<file path="config.mk">
export PLATFORM = sky130hd
export DESIGN_NAME = weighted_drr_scheduler
export DESIGN_NICKNAME = d
export VERILOG_FILES = /design/src/sv/wdrr_pkg.sv /design/src/sv/wdrr_ram.sv /design/src/sv/weighted_drr_scheduler.sv
export SDC_FILE = /design/constraint.sdc
export NUM_CORES = 2
export LEC_CHECK = 0
export BUFFER_PORTS_ARGS = -buffer_cell sky130_fd_sc_hd__buf_4
export CORE_UTILIZATION = 45
export DETAILED_ROUTE_END_ITERATION = 10
export HOLD_SLACK_MARGIN = 0.1
export PLACE_DENSITY_LB_ADDON = 0.15
export SLEW_MARGIN = 20
export SYNTH_ARGS = -nofsm -noshare
export SYNTH_HDL_FRONTEND = slang
export SYNTH_SLANG_ARGS = --single-unit
</file>
<file path="constraint.sdc">
create_clock -name clk_i -period 8.4 [get_ports clk_i]
set_clock_uncertainty 0.1 [all_clocks]
set_input_delay 1.26 -clock clk_i [delete_from_list [all_inputs] [get_ports clk_i]]
set_output_delay 1.26 -clock clk_i [all_outputs]
set_load 0.05 [all_outputs]
</file>
<file path="src/sv/wdrr_pkg.sv">
`default_nettype none

package wdrr_pkg;

  // default sizes
  localparam int unsigned NUM_QUEUES_DEF   = 4;
  localparam int unsigned FIFO_DEPTH_DEF   = 16;

  // field and register widths
  localparam int unsigned LEN_W            = 16;
  localparam int unsigned GQ_W             = 2;
  localparam int unsigned QIDX_W           = 2;
  localparam int unsigned QUANTUM_W        = 24;
  localparam int unsigned DEFICIT_W        = 32;
  localparam int unsigned FRAC_SHIFT       = 8;
  localparam int unsigned NUM_QUANTUM_REGS = 4;
  localparam int unsigned CFG_IDX_W        = 2;

  // 500 bytes in 1/256 byte units
  localparam int unsigned DEFAULT_QUANTUM_BYTES = 500;
  localparam logic [QUANTUM_W-1:0] QUANTUM_RESET =
    QUANTUM_W'(DEFAULT_QUANTUM_BYTES << FRAC_SHIFT);

  // action codes
  localparam logic ACT_ENQUEUE = 1'b0;
  localparam logic ACT_DEQUEUE = 1'b1;

  typedef struct packed {
    logic              action;
    logic [QIDX_W-1:0] queue_index;
    logic [LEN_W-1:0]  packet_length;
  } in_item_t;

  typedef struct packed {
    logic             granted;
    logic [GQ_W-1:0]  grant_queue;
    logic [LEN_W-1:0] grant_length;
    logic             enqueue_dropped;
    logic             backlog_seen;
  } out_item_t;

  typedef enum logic [2:0] {
    ST_IDLE,
    ST_READ,
    ST_CHECK,
    ST_CREDIT,
    ST_FINISH
  } state_e;

endpackage

`default_nettype wire

</file>
<file path="src/sv/wdrr_ram.sv">
`default_nettype none

module wdrr_ram #(
  parameter int unsigned WIDTH = 16,
  parameter int unsigned DEPTH = 64
) (
  input  wire logic                     clk_i,
  input  wire logic                     we_i,
  input  wire logic [$clog2(DEPTH)-1:0] waddr_i,
  input  wire logic [WIDTH-1:0]         wdata_i,
  input  wire logic                     re_i,
  input  wire logic [$clog2(DEPTH)-1:0] raddr_i,
  output logic      [WIDTH-1:0]         rdata_o
);

  logic [WIDTH-1:0] mem [DEPTH];

  always_ff @(posedge clk_i) begin
    if (we_i) begin
      mem[waddr_i] <= wdata_i;
    end
    if (re_i) begin
      rdata_o <= mem[raddr_i];
    end
  end

endmodule

`default_nettype wire

</file>
<file path="src/sv/weighted_drr_scheduler.sv">
`default_nettype none

// channel   direction  handshake                payload
// in        input      in_valid_i / in_ready_o  in_data_i  (in_item_t)
// out       output     out_valid_o / out_ready_i out_data_o (out_item_t)
// cfg       input      cfg_we_i (no wait)       cfg_index_i, cfg_data_i
//
// one transaction at a time; in_ready_o is high only in the idle state
// a dequeue visits queues round-robin from the current one; each visit is
//   a length-store read, a compare/subtract and, unless it grants, a credit
//   add to the next queue; the last two share one 33-bit add/sub unit
// the finished result sits in an output register, so an output stall only
//   holds the block once a second result is ready
// asynchronous active-low reset clears deficits, fifo pointers and counts;
//   quanta return to 500 bytes; the length store is not cleared

module weighted_drr_scheduler
  import wdrr_pkg::*;
#(
  parameter int unsigned NUM_QUEUES = NUM_QUEUES_DEF,
  parameter int unsigned FIFO_DEPTH = FIFO_DEPTH_DEF
) (
  input  wire logic                 clk_i,
  input  wire logic                 rst_ni,
  input  wire logic                 in_valid_i,
  output logic                      in_ready_o,
  input  wire in_item_t             in_data_i,
  output logic                      out_valid_o,
  input  wire logic                 out_ready_i,
  output out_item_t                 out_data_o,
  input  wire logic                 cfg_we_i,
  input  wire logic [CFG_IDX_W-1:0] cfg_index_i,
  input  wire logic [QUANTUM_W-1:0] cfg_data_i
);

  localparam int unsigned QW     = $clog2(NUM_QUEUES);
  localparam int unsigned VW     = $clog2(NUM_QUEUES);
  localparam int unsigned PTR_W  = $clog2(FIFO_DEPTH);
  localparam int unsigned CNT_W  = $clog2(FIFO_DEPTH + 1);
  localparam int unsigned RAM_AW = QW + PTR_W;
  localparam int unsigned RAM_DEPTH = NUM_QUEUES << PTR_W;
  localparam int unsigned SUM_W  = DEFICIT_W + 1;

  // control state
  state_e              state_q, state_d;
  logic [QW-1:0]       next_q_q, next_q_d;     // queue the scheduler points at
  logic [VW-1:0]       visit_q, visit_d;       // visits done in this dequeue
  logic [PTR_W-1:0]    rptr_q [NUM_QUEUES];
  logic [PTR_W-1:0]    rptr_d [NUM_QUEUES];
  logic [PTR_W-1:0]    wptr_q [NUM_QUEUES];
  logic [PTR_W-1:0]    wptr_d [NUM_QUEUES];
  logic [CNT_W-1:0]    cnt_q  [NUM_QUEUES];
  logic [CNT_W-1:0]    cnt_d  [NUM_QUEUES];
  logic [DEFICIT_W-1:0] deficit_q [NUM_QUEUES];
  logic [DEFICIT_W-1:0] deficit_d [NUM_QUEUES];
  logic [QUANTUM_W-1:0] quantum_q [NUM_QUANTUM_REGS];
  logic [QUANTUM_W-1:0] quantum_d [NUM_QUANTUM_REGS];
  logic                out_valid_q, out_valid_d;

  // payload
  out_item_t           res_q, res_d;
  out_item_t           out_q, out_d;

  // handshakes
  logic in_fire;
  logic out_free;

  // enqueue decode
  logic          enq_oor;
  logic [QW-1:0] enq_sel;
  logic          enq_drop;

  // length store
  logic              ram_we;
  logic [RAM_AW-1:0] ram_waddr;
  logic              ram_re;
  logic [RAM_AW-1:0] ram_raddr;
  logic [LEN_W-1:0]  ram_rdata;

  // shared add/sub unit
  logic [QW-1:0]    nq;
  logic             unit_credit;
  logic [QW-1:0]    unit_idx;
  logic [SUM_W-1:0] unit_a;
  logic [SUM_W-1:0] unit_b;
  logic [SUM_W-1:0] unit_sum;
  logic             head_empty;
  logic             grant_hit;
  logic             last_visit;

  assign in_ready_o  = (state_q == ST_IDLE);
  assign in_fire     = in_valid_i & in_ready_o;
  assign out_free    = ~out_valid_q | out_ready_i;
  assign out_valid_o = out_valid_q;
  assign out_data_o  = out_q;

  // an out-of-range queue only exists when there are fewer than four queues
  assign enq_oor  = (32'(in_data_i.queue_index) >= NUM_QUEUES);
  assign enq_sel  = enq_oor ? '0 : QW'(in_data_i.queue_index);
  assign enq_drop = enq_oor | (cnt_q[enq_sel] >= CNT_W'(FIFO_DEPTH));

  assign ram_waddr = {enq_sel, wptr_q[enq_sel]};
  assign ram_raddr = {next_q_q, rptr_q[next_q_q]};
  assign ram_re    = (state_q == ST_READ);

  wdrr_ram #(
    .WIDTH (LEN_W),
    .DEPTH (RAM_DEPTH)
  ) u_len_store (
    .clk_i   (clk_i),
    .we_i    (ram_we),
    .waddr_i (ram_waddr),
    .wdata_i (in_data_i.packet_length),
    .re_i    (ram_re),
    .raddr_i (ram_raddr),
    .rdata_o (ram_rdata)
  );

  // round-robin successor of the current queue
  assign nq = (next_q_q == QW'(NUM_QUEUES - 1)) ? '0 : next_q_q + 1'b1;

  // check: deficit minus head length (borrow means it does not fit)
  // credit: next deficit plus its quantum (carry means saturate)
  assign unit_credit = (state_q == ST_CREDIT);
  assign unit_idx    = unit_credit ? nq : next_q_q;
  assign unit_a      = {1'b0, deficit_q[unit_idx]};
  assign unit_b      = unit_credit ? SUM_W'(quantum_q[2'(nq)])
                                   : SUM_W'({ram_rdata, {FRAC_SHIFT{1'b0}}});
  assign unit_sum    = unit_credit ? (unit_a + unit_b) : (unit_a - unit_b);

  assign head_empty = (cnt_q[next_q_q] == '0);
  assign grant_hit  = ~head_empty & ~unit_sum[DEFICIT_W];
  assign last_visit = (visit_q == VW'(NUM_QUEUES - 1));

  // next state
  always_comb begin
    state_d = state_q;
    unique case (state_q)
      ST_IDLE: begin
        if (in_fire) begin
          state_d = (in_data_i.action == ACT_DEQUEUE) ? ST_READ : ST_FINISH;
        end
      end
      ST_READ:   state_d = ST_CHECK;
      ST_CHECK:  state_d = grant_hit ? ST_FINISH : ST_CREDIT;
      ST_CREDIT: state_d = last_visit ? ST_FINISH : ST_READ;
      ST_FINISH: begin
        if (out_free) begin
          state_d = ST_IDLE;
        end
      end
      default:   state_d = ST_IDLE;
    endcase
  end

  // datapath and outputs
  always_comb begin
    next_q_d    = next_q_q;
    visit_d     = visit_q;
    rptr_d      = rptr_q;
    wptr_d      = wptr_q;
    cnt_d       = cnt_q;
    deficit_d   = deficit_q;
    quantum_d   = quantum_q;
    res_d       = res_q;
    out_d       = out_q;
    out_valid_d = out_valid_q;
    ram_we      = 1'b0;

    if (out_valid_q && out_ready_i) begin
      out_valid_d = 1'b0;
    end

    unique case (state_q)
      ST_IDLE: begin
        if (in_fire) begin
          res_d   = '0;
          visit_d = '0;
          if (in_data_i.action == ACT_ENQUEUE) begin
            if (enq_drop) begin
              res_d.enqueue_dropped = 1'b1;
            end else begin
              ram_we          = 1'b1;
              wptr_d[enq_sel] = (wptr_q[enq_sel] == PTR_W'(FIFO_DEPTH - 1))
                                ? '0 : wptr_q[enq_sel] + 1'b1;
              cnt_d[enq_sel]  = cnt_q[enq_sel] + 1'b1;
            end
          end
        end
      end
      ST_READ: begin
      end
      ST_CHECK: begin
        if (head_empty) begin
          deficit_d[next_q_q] = '0;
        end else begin
          res_d.backlog_seen = 1'b1;
          if (grant_hit) begin
            deficit_d[next_q_q] = unit_sum[DEFICIT_W-1:0];
            rptr_d[next_q_q]    = (rptr_q[next_q_q] == PTR_W'(FIFO_DEPTH - 1))
                                  ? '0 : rptr_q[next_q_q] + 1'b1;
            cnt_d[next_q_q]     = cnt_q[next_q_q] - 1'b1;
            res_d.granted       = 1'b1;
            res_d.grant_queue   = GQ_W'(next_q_q);
            res_d.grant_length  = ram_rdata;
          end
        end
      end
      ST_CREDIT: begin
        deficit_d[nq] = unit_sum[DEFICIT_W] ? '1 : unit_sum[DEFICIT_W-1:0];
        next_q_d      = nq;
        visit_d       = visit_q + 1'b1;
      end
      ST_FINISH: begin
        if (out_free) begin
          out_d       = res_q;
          out_valid_d = 1'b1;
        end
      end
      default: begin
      end
    endcase

    if (cfg_we_i) begin
      quantum_d[cfg_index_i] = cfg_data_i;
    end
  end

  always_ff @(posedge clk_i or negedge rst_ni) begin
    if (!rst_ni) begin
      state_q     <= ST_IDLE;
      next_q_q    <= '0;
      visit_q     <= '0;
      out_valid_q <= 1'b0;
      for (int i = 0; i < NUM_QUEUES; i++) begin
        rptr_q[i]    <= '0;
        wptr_q[i]    <= '0;
        cnt_q[i]     <= '0;
        deficit_q[i] <= '0;
      end
      for (int i = 0; i < NUM_QUANTUM_REGS; i++) begin
        quantum_q[i] <= QUANTUM_RESET;
      end
    end else begin
      state_q     <= state_d;
      next_q_q    <= next_q_d;
      visit_q     <= visit_d;
      out_valid_q <= out_valid_d;
      rptr_q      <= rptr_d;
      wptr_q      <= wptr_d;
      cnt_q       <= cnt_d;
      deficit_q   <= deficit_d;
      quantum_q   <= quantum_d;
    end
  end

  // result payload
  always_ff @(posedge clk_i) begin
    res_q <= res_d;
    out_q <= out_d;
  end

endmodule

`default_nettype wire

</file>
==> out/qor.txt <==
latest clock arrival within the worst-skew pair -> 0.78 ns
worst hold start -> res_q[2]$_DFFE_PP_
Ys Warns -> 0
critical path capture point type -> flip-flop
min-delay worst type -> reg -> reg
fin nets -> 3982
utilization after layout -> 51.0%
CP arrival -> 7.93 ns
CP max FO -> 23
Synth Flop Type -> edfxtp_1
io pins -> 73
async set or reset register ratio after synthesis -> 20.8%
leak pwr -> 23.2 nW
DRT antenna net count -> 0
Post-Synthesis Cells -> 3811
crit-path most repeated cell -> buf_4
Max Slew Vio Count -> 0
Die Span X -> 366 um
critical path class -> reg -> reg
max_cap viols -> 0
clk sinks -> 1366
clk root buf -> clkbuf_16
Worst Reg2Reg Path Length in Cells -> 24
final setup TNS -> 0 ns
layout cells sized above 1 -> 20.0%
post-synth net total -> 3903
instance area after placement -> 0.0624 mm2
CTS buffer count -> 147
Total Wirelength -> 161000 um
initial antenna violation count -> 3
TritonCTS clock tree -> built
Post-CTS Resized -> 0
r2r endpoint -> deficit_q[36]$_DFFE_PN0P_
register bit count reported by yosys -> 1366
vias in the first global route -> 35400
RePlAce Congestion -> 0.917
dpl cells -> 5496
largest net degree at the start of global routing -> 114
Hold Fails Final Rpt -> 0
first-pass GRT wire length -> 240000 um
worst hold path depth -> 0
Global Route Usage Sum -> 24.0%
core area -> 0.131 mm2
hold_buf cts -> 0
Reg-to-Reg Start -> next_q_q[1]$_DFF_PN0_
pwr dens -> 395 mW/mm2
Die H -> 366 um
die area -> 0.134 mm2
Detailed Routing Iterations Pass 1 -> 6
CTS clock-pin slew for the worst setup and hold paths -> 0.06 ns
Seq/Total Area, Yosys -> 66.4%
r2r setup slk -> 0.99 ns
Rel. slew slack -> 27.6%
Slowest cell on crit path -> ha_1
delay-heaviest family, CP -> compound AO/OA/AOI/OAI gates
CP cell instances -> clkinv_1, ha_1, buf_4, mux4_2, mux2i_1, nand4_1, nor3_1, buf_4, nand3_1, o31ai_1, o21ai_0, a21oi_1, ha_1, a21o_1, a211oi_1, a21oi_1, and4_1, a21oi_2, buf_4, nand3_1, a21oi_2, or2_1, buf_12, mux2_2
Final setup viols -> 0
Slew @ Worst Pin -> 1.08 ns
EDFF count, synth -> 1082
Peak VDD IR -> 0.482 mV
row cnt -> 133
Post-Syn Area per Cell -> 15.7 um2
CP max stage delay -> 0.72 ns
H-Tree Depth -> 4
Detailed Route Iter0 Violations -> 3382
Hold Path Sink -> out_data_o[2]$_DFFE_PP_
Starting Density -> 45.4%
Tcrit/Tclk final -> 88.2%
# diodes -> 0
via/cell ratio -> 6.14
library cells used by synthesis -> 87
DR vias -> 35300
Area growth syn-to-layout -> 12.4%
CTS Buffer Depth -> 3
critical path depth -> 24
Post-route DRC -> 0
RSZ-0062 raised after global routing -> no
drt wl/cell -> 28.0 um
CP bufs+invs -> 5
Post-Syn Area -> 0.0597 mm2
status -> completed
global route total overflow -> 0
achievable frequency -> 135 MHz
non-filler cells, final -> 5759
Worst Setup Start Kind -> flip-flop
final instance area -> 0.0671 mm2
Setup Fix Bufs, Post-CTS -> 0
Worst Path Required -> 8.92 ns
dpl hpwl -> 100000 um
I/O Buffers -> 72
Period minus WS final -> 7.41 ns
## cell usage after synthesis (all sizes together), types with 6 or more instances
cell type / count / area (um2)
o21ai: 110 / 588
and2: 28 / 175
mux2i: 284 / 2860
nand2: 227 / 852
and3: 19 / 119
buf: 90 / 500
nand2b: 12 / 75.1
a22o: 24 / 210
o31ai: 9 / 67.6
inv: 40 / 150
mux2: 167 / 1890
clkbuf: 158 / 593
a21oi: 160 / 808
a32o: 19 / 190
nor3b: 7 / 52.6
nand4: 16 / 100
a32oi: 7 / 61.3
nor2: 199 / 759
a221oi: 12 / 105
a211o: 8 / 70.1
nand3: 41 / 210
xnor2: 24 / 210
o221ai: 146 / 1280
nor3: 28 / 140
ha: 41 / 513
a211oi: 10 / 75.1
a221o: 6 / 60.1
mux4: 215 / 4840
o22ai: 88 / 551
nor2b: 9 / 56.3
or2: 7 / 43.8
edfxtp: 1082 / 32500
a21o: 22 / 165
o211ai: 10 / 75.1
o21a: 20 / 150
xor2: 16 / 140
nor4: 10 / 62.6
o2bb2ai: 14 / 123
a22oi: 23 / 173
a31oi: 39 / 244
dfrtp: 260 / 6510
a31o: 6 / 52.6
o22a: 9 / 78.8
dfstp: 24 / 631
## final cells by class
cell class | instances | area (um2)
Clock inverter | 70 | 746
Sequential cell | 1366 | 39600
Inverter | 44 | 165
Tap cell | 1755 | 2200
Clock buffer | 193 | 3950
Fill cell | 10900 | 64400
Multi-Input combinational cell | 2153 | 19000
Timing Repair Buffer | 178 | 1430
## power breakdown
group	switching, mW	total (mW)	leakage (nW)	internal [mW]
combinational	7.43	11.8	7.58	4.36
clock	2.69	6.33	2.28	3.64
sequential	0.398	8.40	13.3	8.00
total	10.5	26.5	23.2	16.0
## registers in the layout, indices dropped and copies added, names as in the netlist
signal               cells
out_data_o              21
visit_q                  2
deficit_q              128
next_q_q                 2
u_len_store.rdata_o     16
quantum_q               96
state_q                  3
out_valid_o              1
wptr_q                  16
cnt_q                   20
u_len_store.mem       1024
res_q                   21
rptr_q                  16
## logic make-up (layout without fill, tap and decap cells)
| logic type | Yosys count | after routing | synth area share, % |
|---|---|---|---|
| mux | 666 | 666 | 16.1 |
| simple gates | 620 | 620 | 4.66 |
| fa+ha+maj | 42 | 42 | 0.893 |
| xor+xnor | 40 | 40 | 0.587 |
| buf+inv | 292 | 485 | 2.11 |
| compound gates | 785 | 785 | 9.26 |
| flops | 1366 | 1366 | 66.4 |
## metrics by stage
stage	hold WS, ns	setup slack [ns]	total power, mW
6_report	0.317	0.991	26.5
5_1_grt	0.321	0.427	27.7
4_1_cts	0.318	0.667	26.6
3_5_place_dp	0.305	0.706	20.3
3_3_place_gp	0.305	0.817	20.2
2_1_floorplan	0.300	0.916	16.3
## placed cells by master, fill, tap and decap left out, types with 11 or more instances in the layout
cell type,Yosys,final
a32o_1,19,19
nor2_1,196,173
o2bb2ai_1,14,14
dfrtp_1,260,259
mux4_2,215,212
edfxtp_1,1082,1082
clkbuf_1,158,40
a21o_1,22,22
clkbuf_16,0,150
xnor2_1,24,24
a21oi_1,158,156
clkinv_2,0,20
buf_4,8,170
o221ai_1,146,146
o21ai_0,95,94
nor2_2,2,22
nand2_1,227,226
o21a_1,20,19
nand2b_1,12,11
a22o_1,24,24
nor3_1,28,27
mux2_1,51,51
and2_1,28,28
dfstp_2,24,24
inv_1,38,38
a31oi_1,39,38
a22oi_1,23,23
and3_1,19,19
mux2_2,114,114
xor2_1,16,16
clkinv_1,4,30
nand4_1,16,16
nand3_1,40,40
a221oi_1,12,12
o22ai_1,88,88
ha_1,41,39
mux2i_1,282,282
## worst max path at each step
stage / slack [ns] / end / startpoint
6_report: 0.99 / deficit_q[36]$_DFFE_PN0P_ / next_q_q[1]$_DFF_PN0_
5_1_grt: 0.43 / deficit_q[92]$_DFFE_PN0P_ / next_q_q[1]$_DFF_PN0_
4_1_cts: 0.67 / deficit_q[25]$_DFFE_PN0P_ / next_q_q[1]$_DFF_PN0_
3_5_place_dp: 0.71 / deficit_q[25]$_DFFE_PN0P_ / next_q_q[1]$_DFF_PN0_
3_3_place_gp: 0.82 / deficit_q[28]$_DFFE_PN0P_ / next_q_q[1]$_DFF_PN0_
2_1_floorplan: 0.92 / res_q[10]$_DFFE_PP_ / next_q_q[0]$_DFF_PN0_
## routing by layer
layer	up-vias	track usage (%)	wire length (um)	part of all wire [%]
met2	1266	38.8	78300	49
met4	6	8.98	5620	3.5
met5	-	0	40	0.025
li1	15400	-	-	-
met3	315	3.76	9220	5.7
met1	18300	32.9	67900	42
Note: power is estimated with default switching activity, not from simulation.
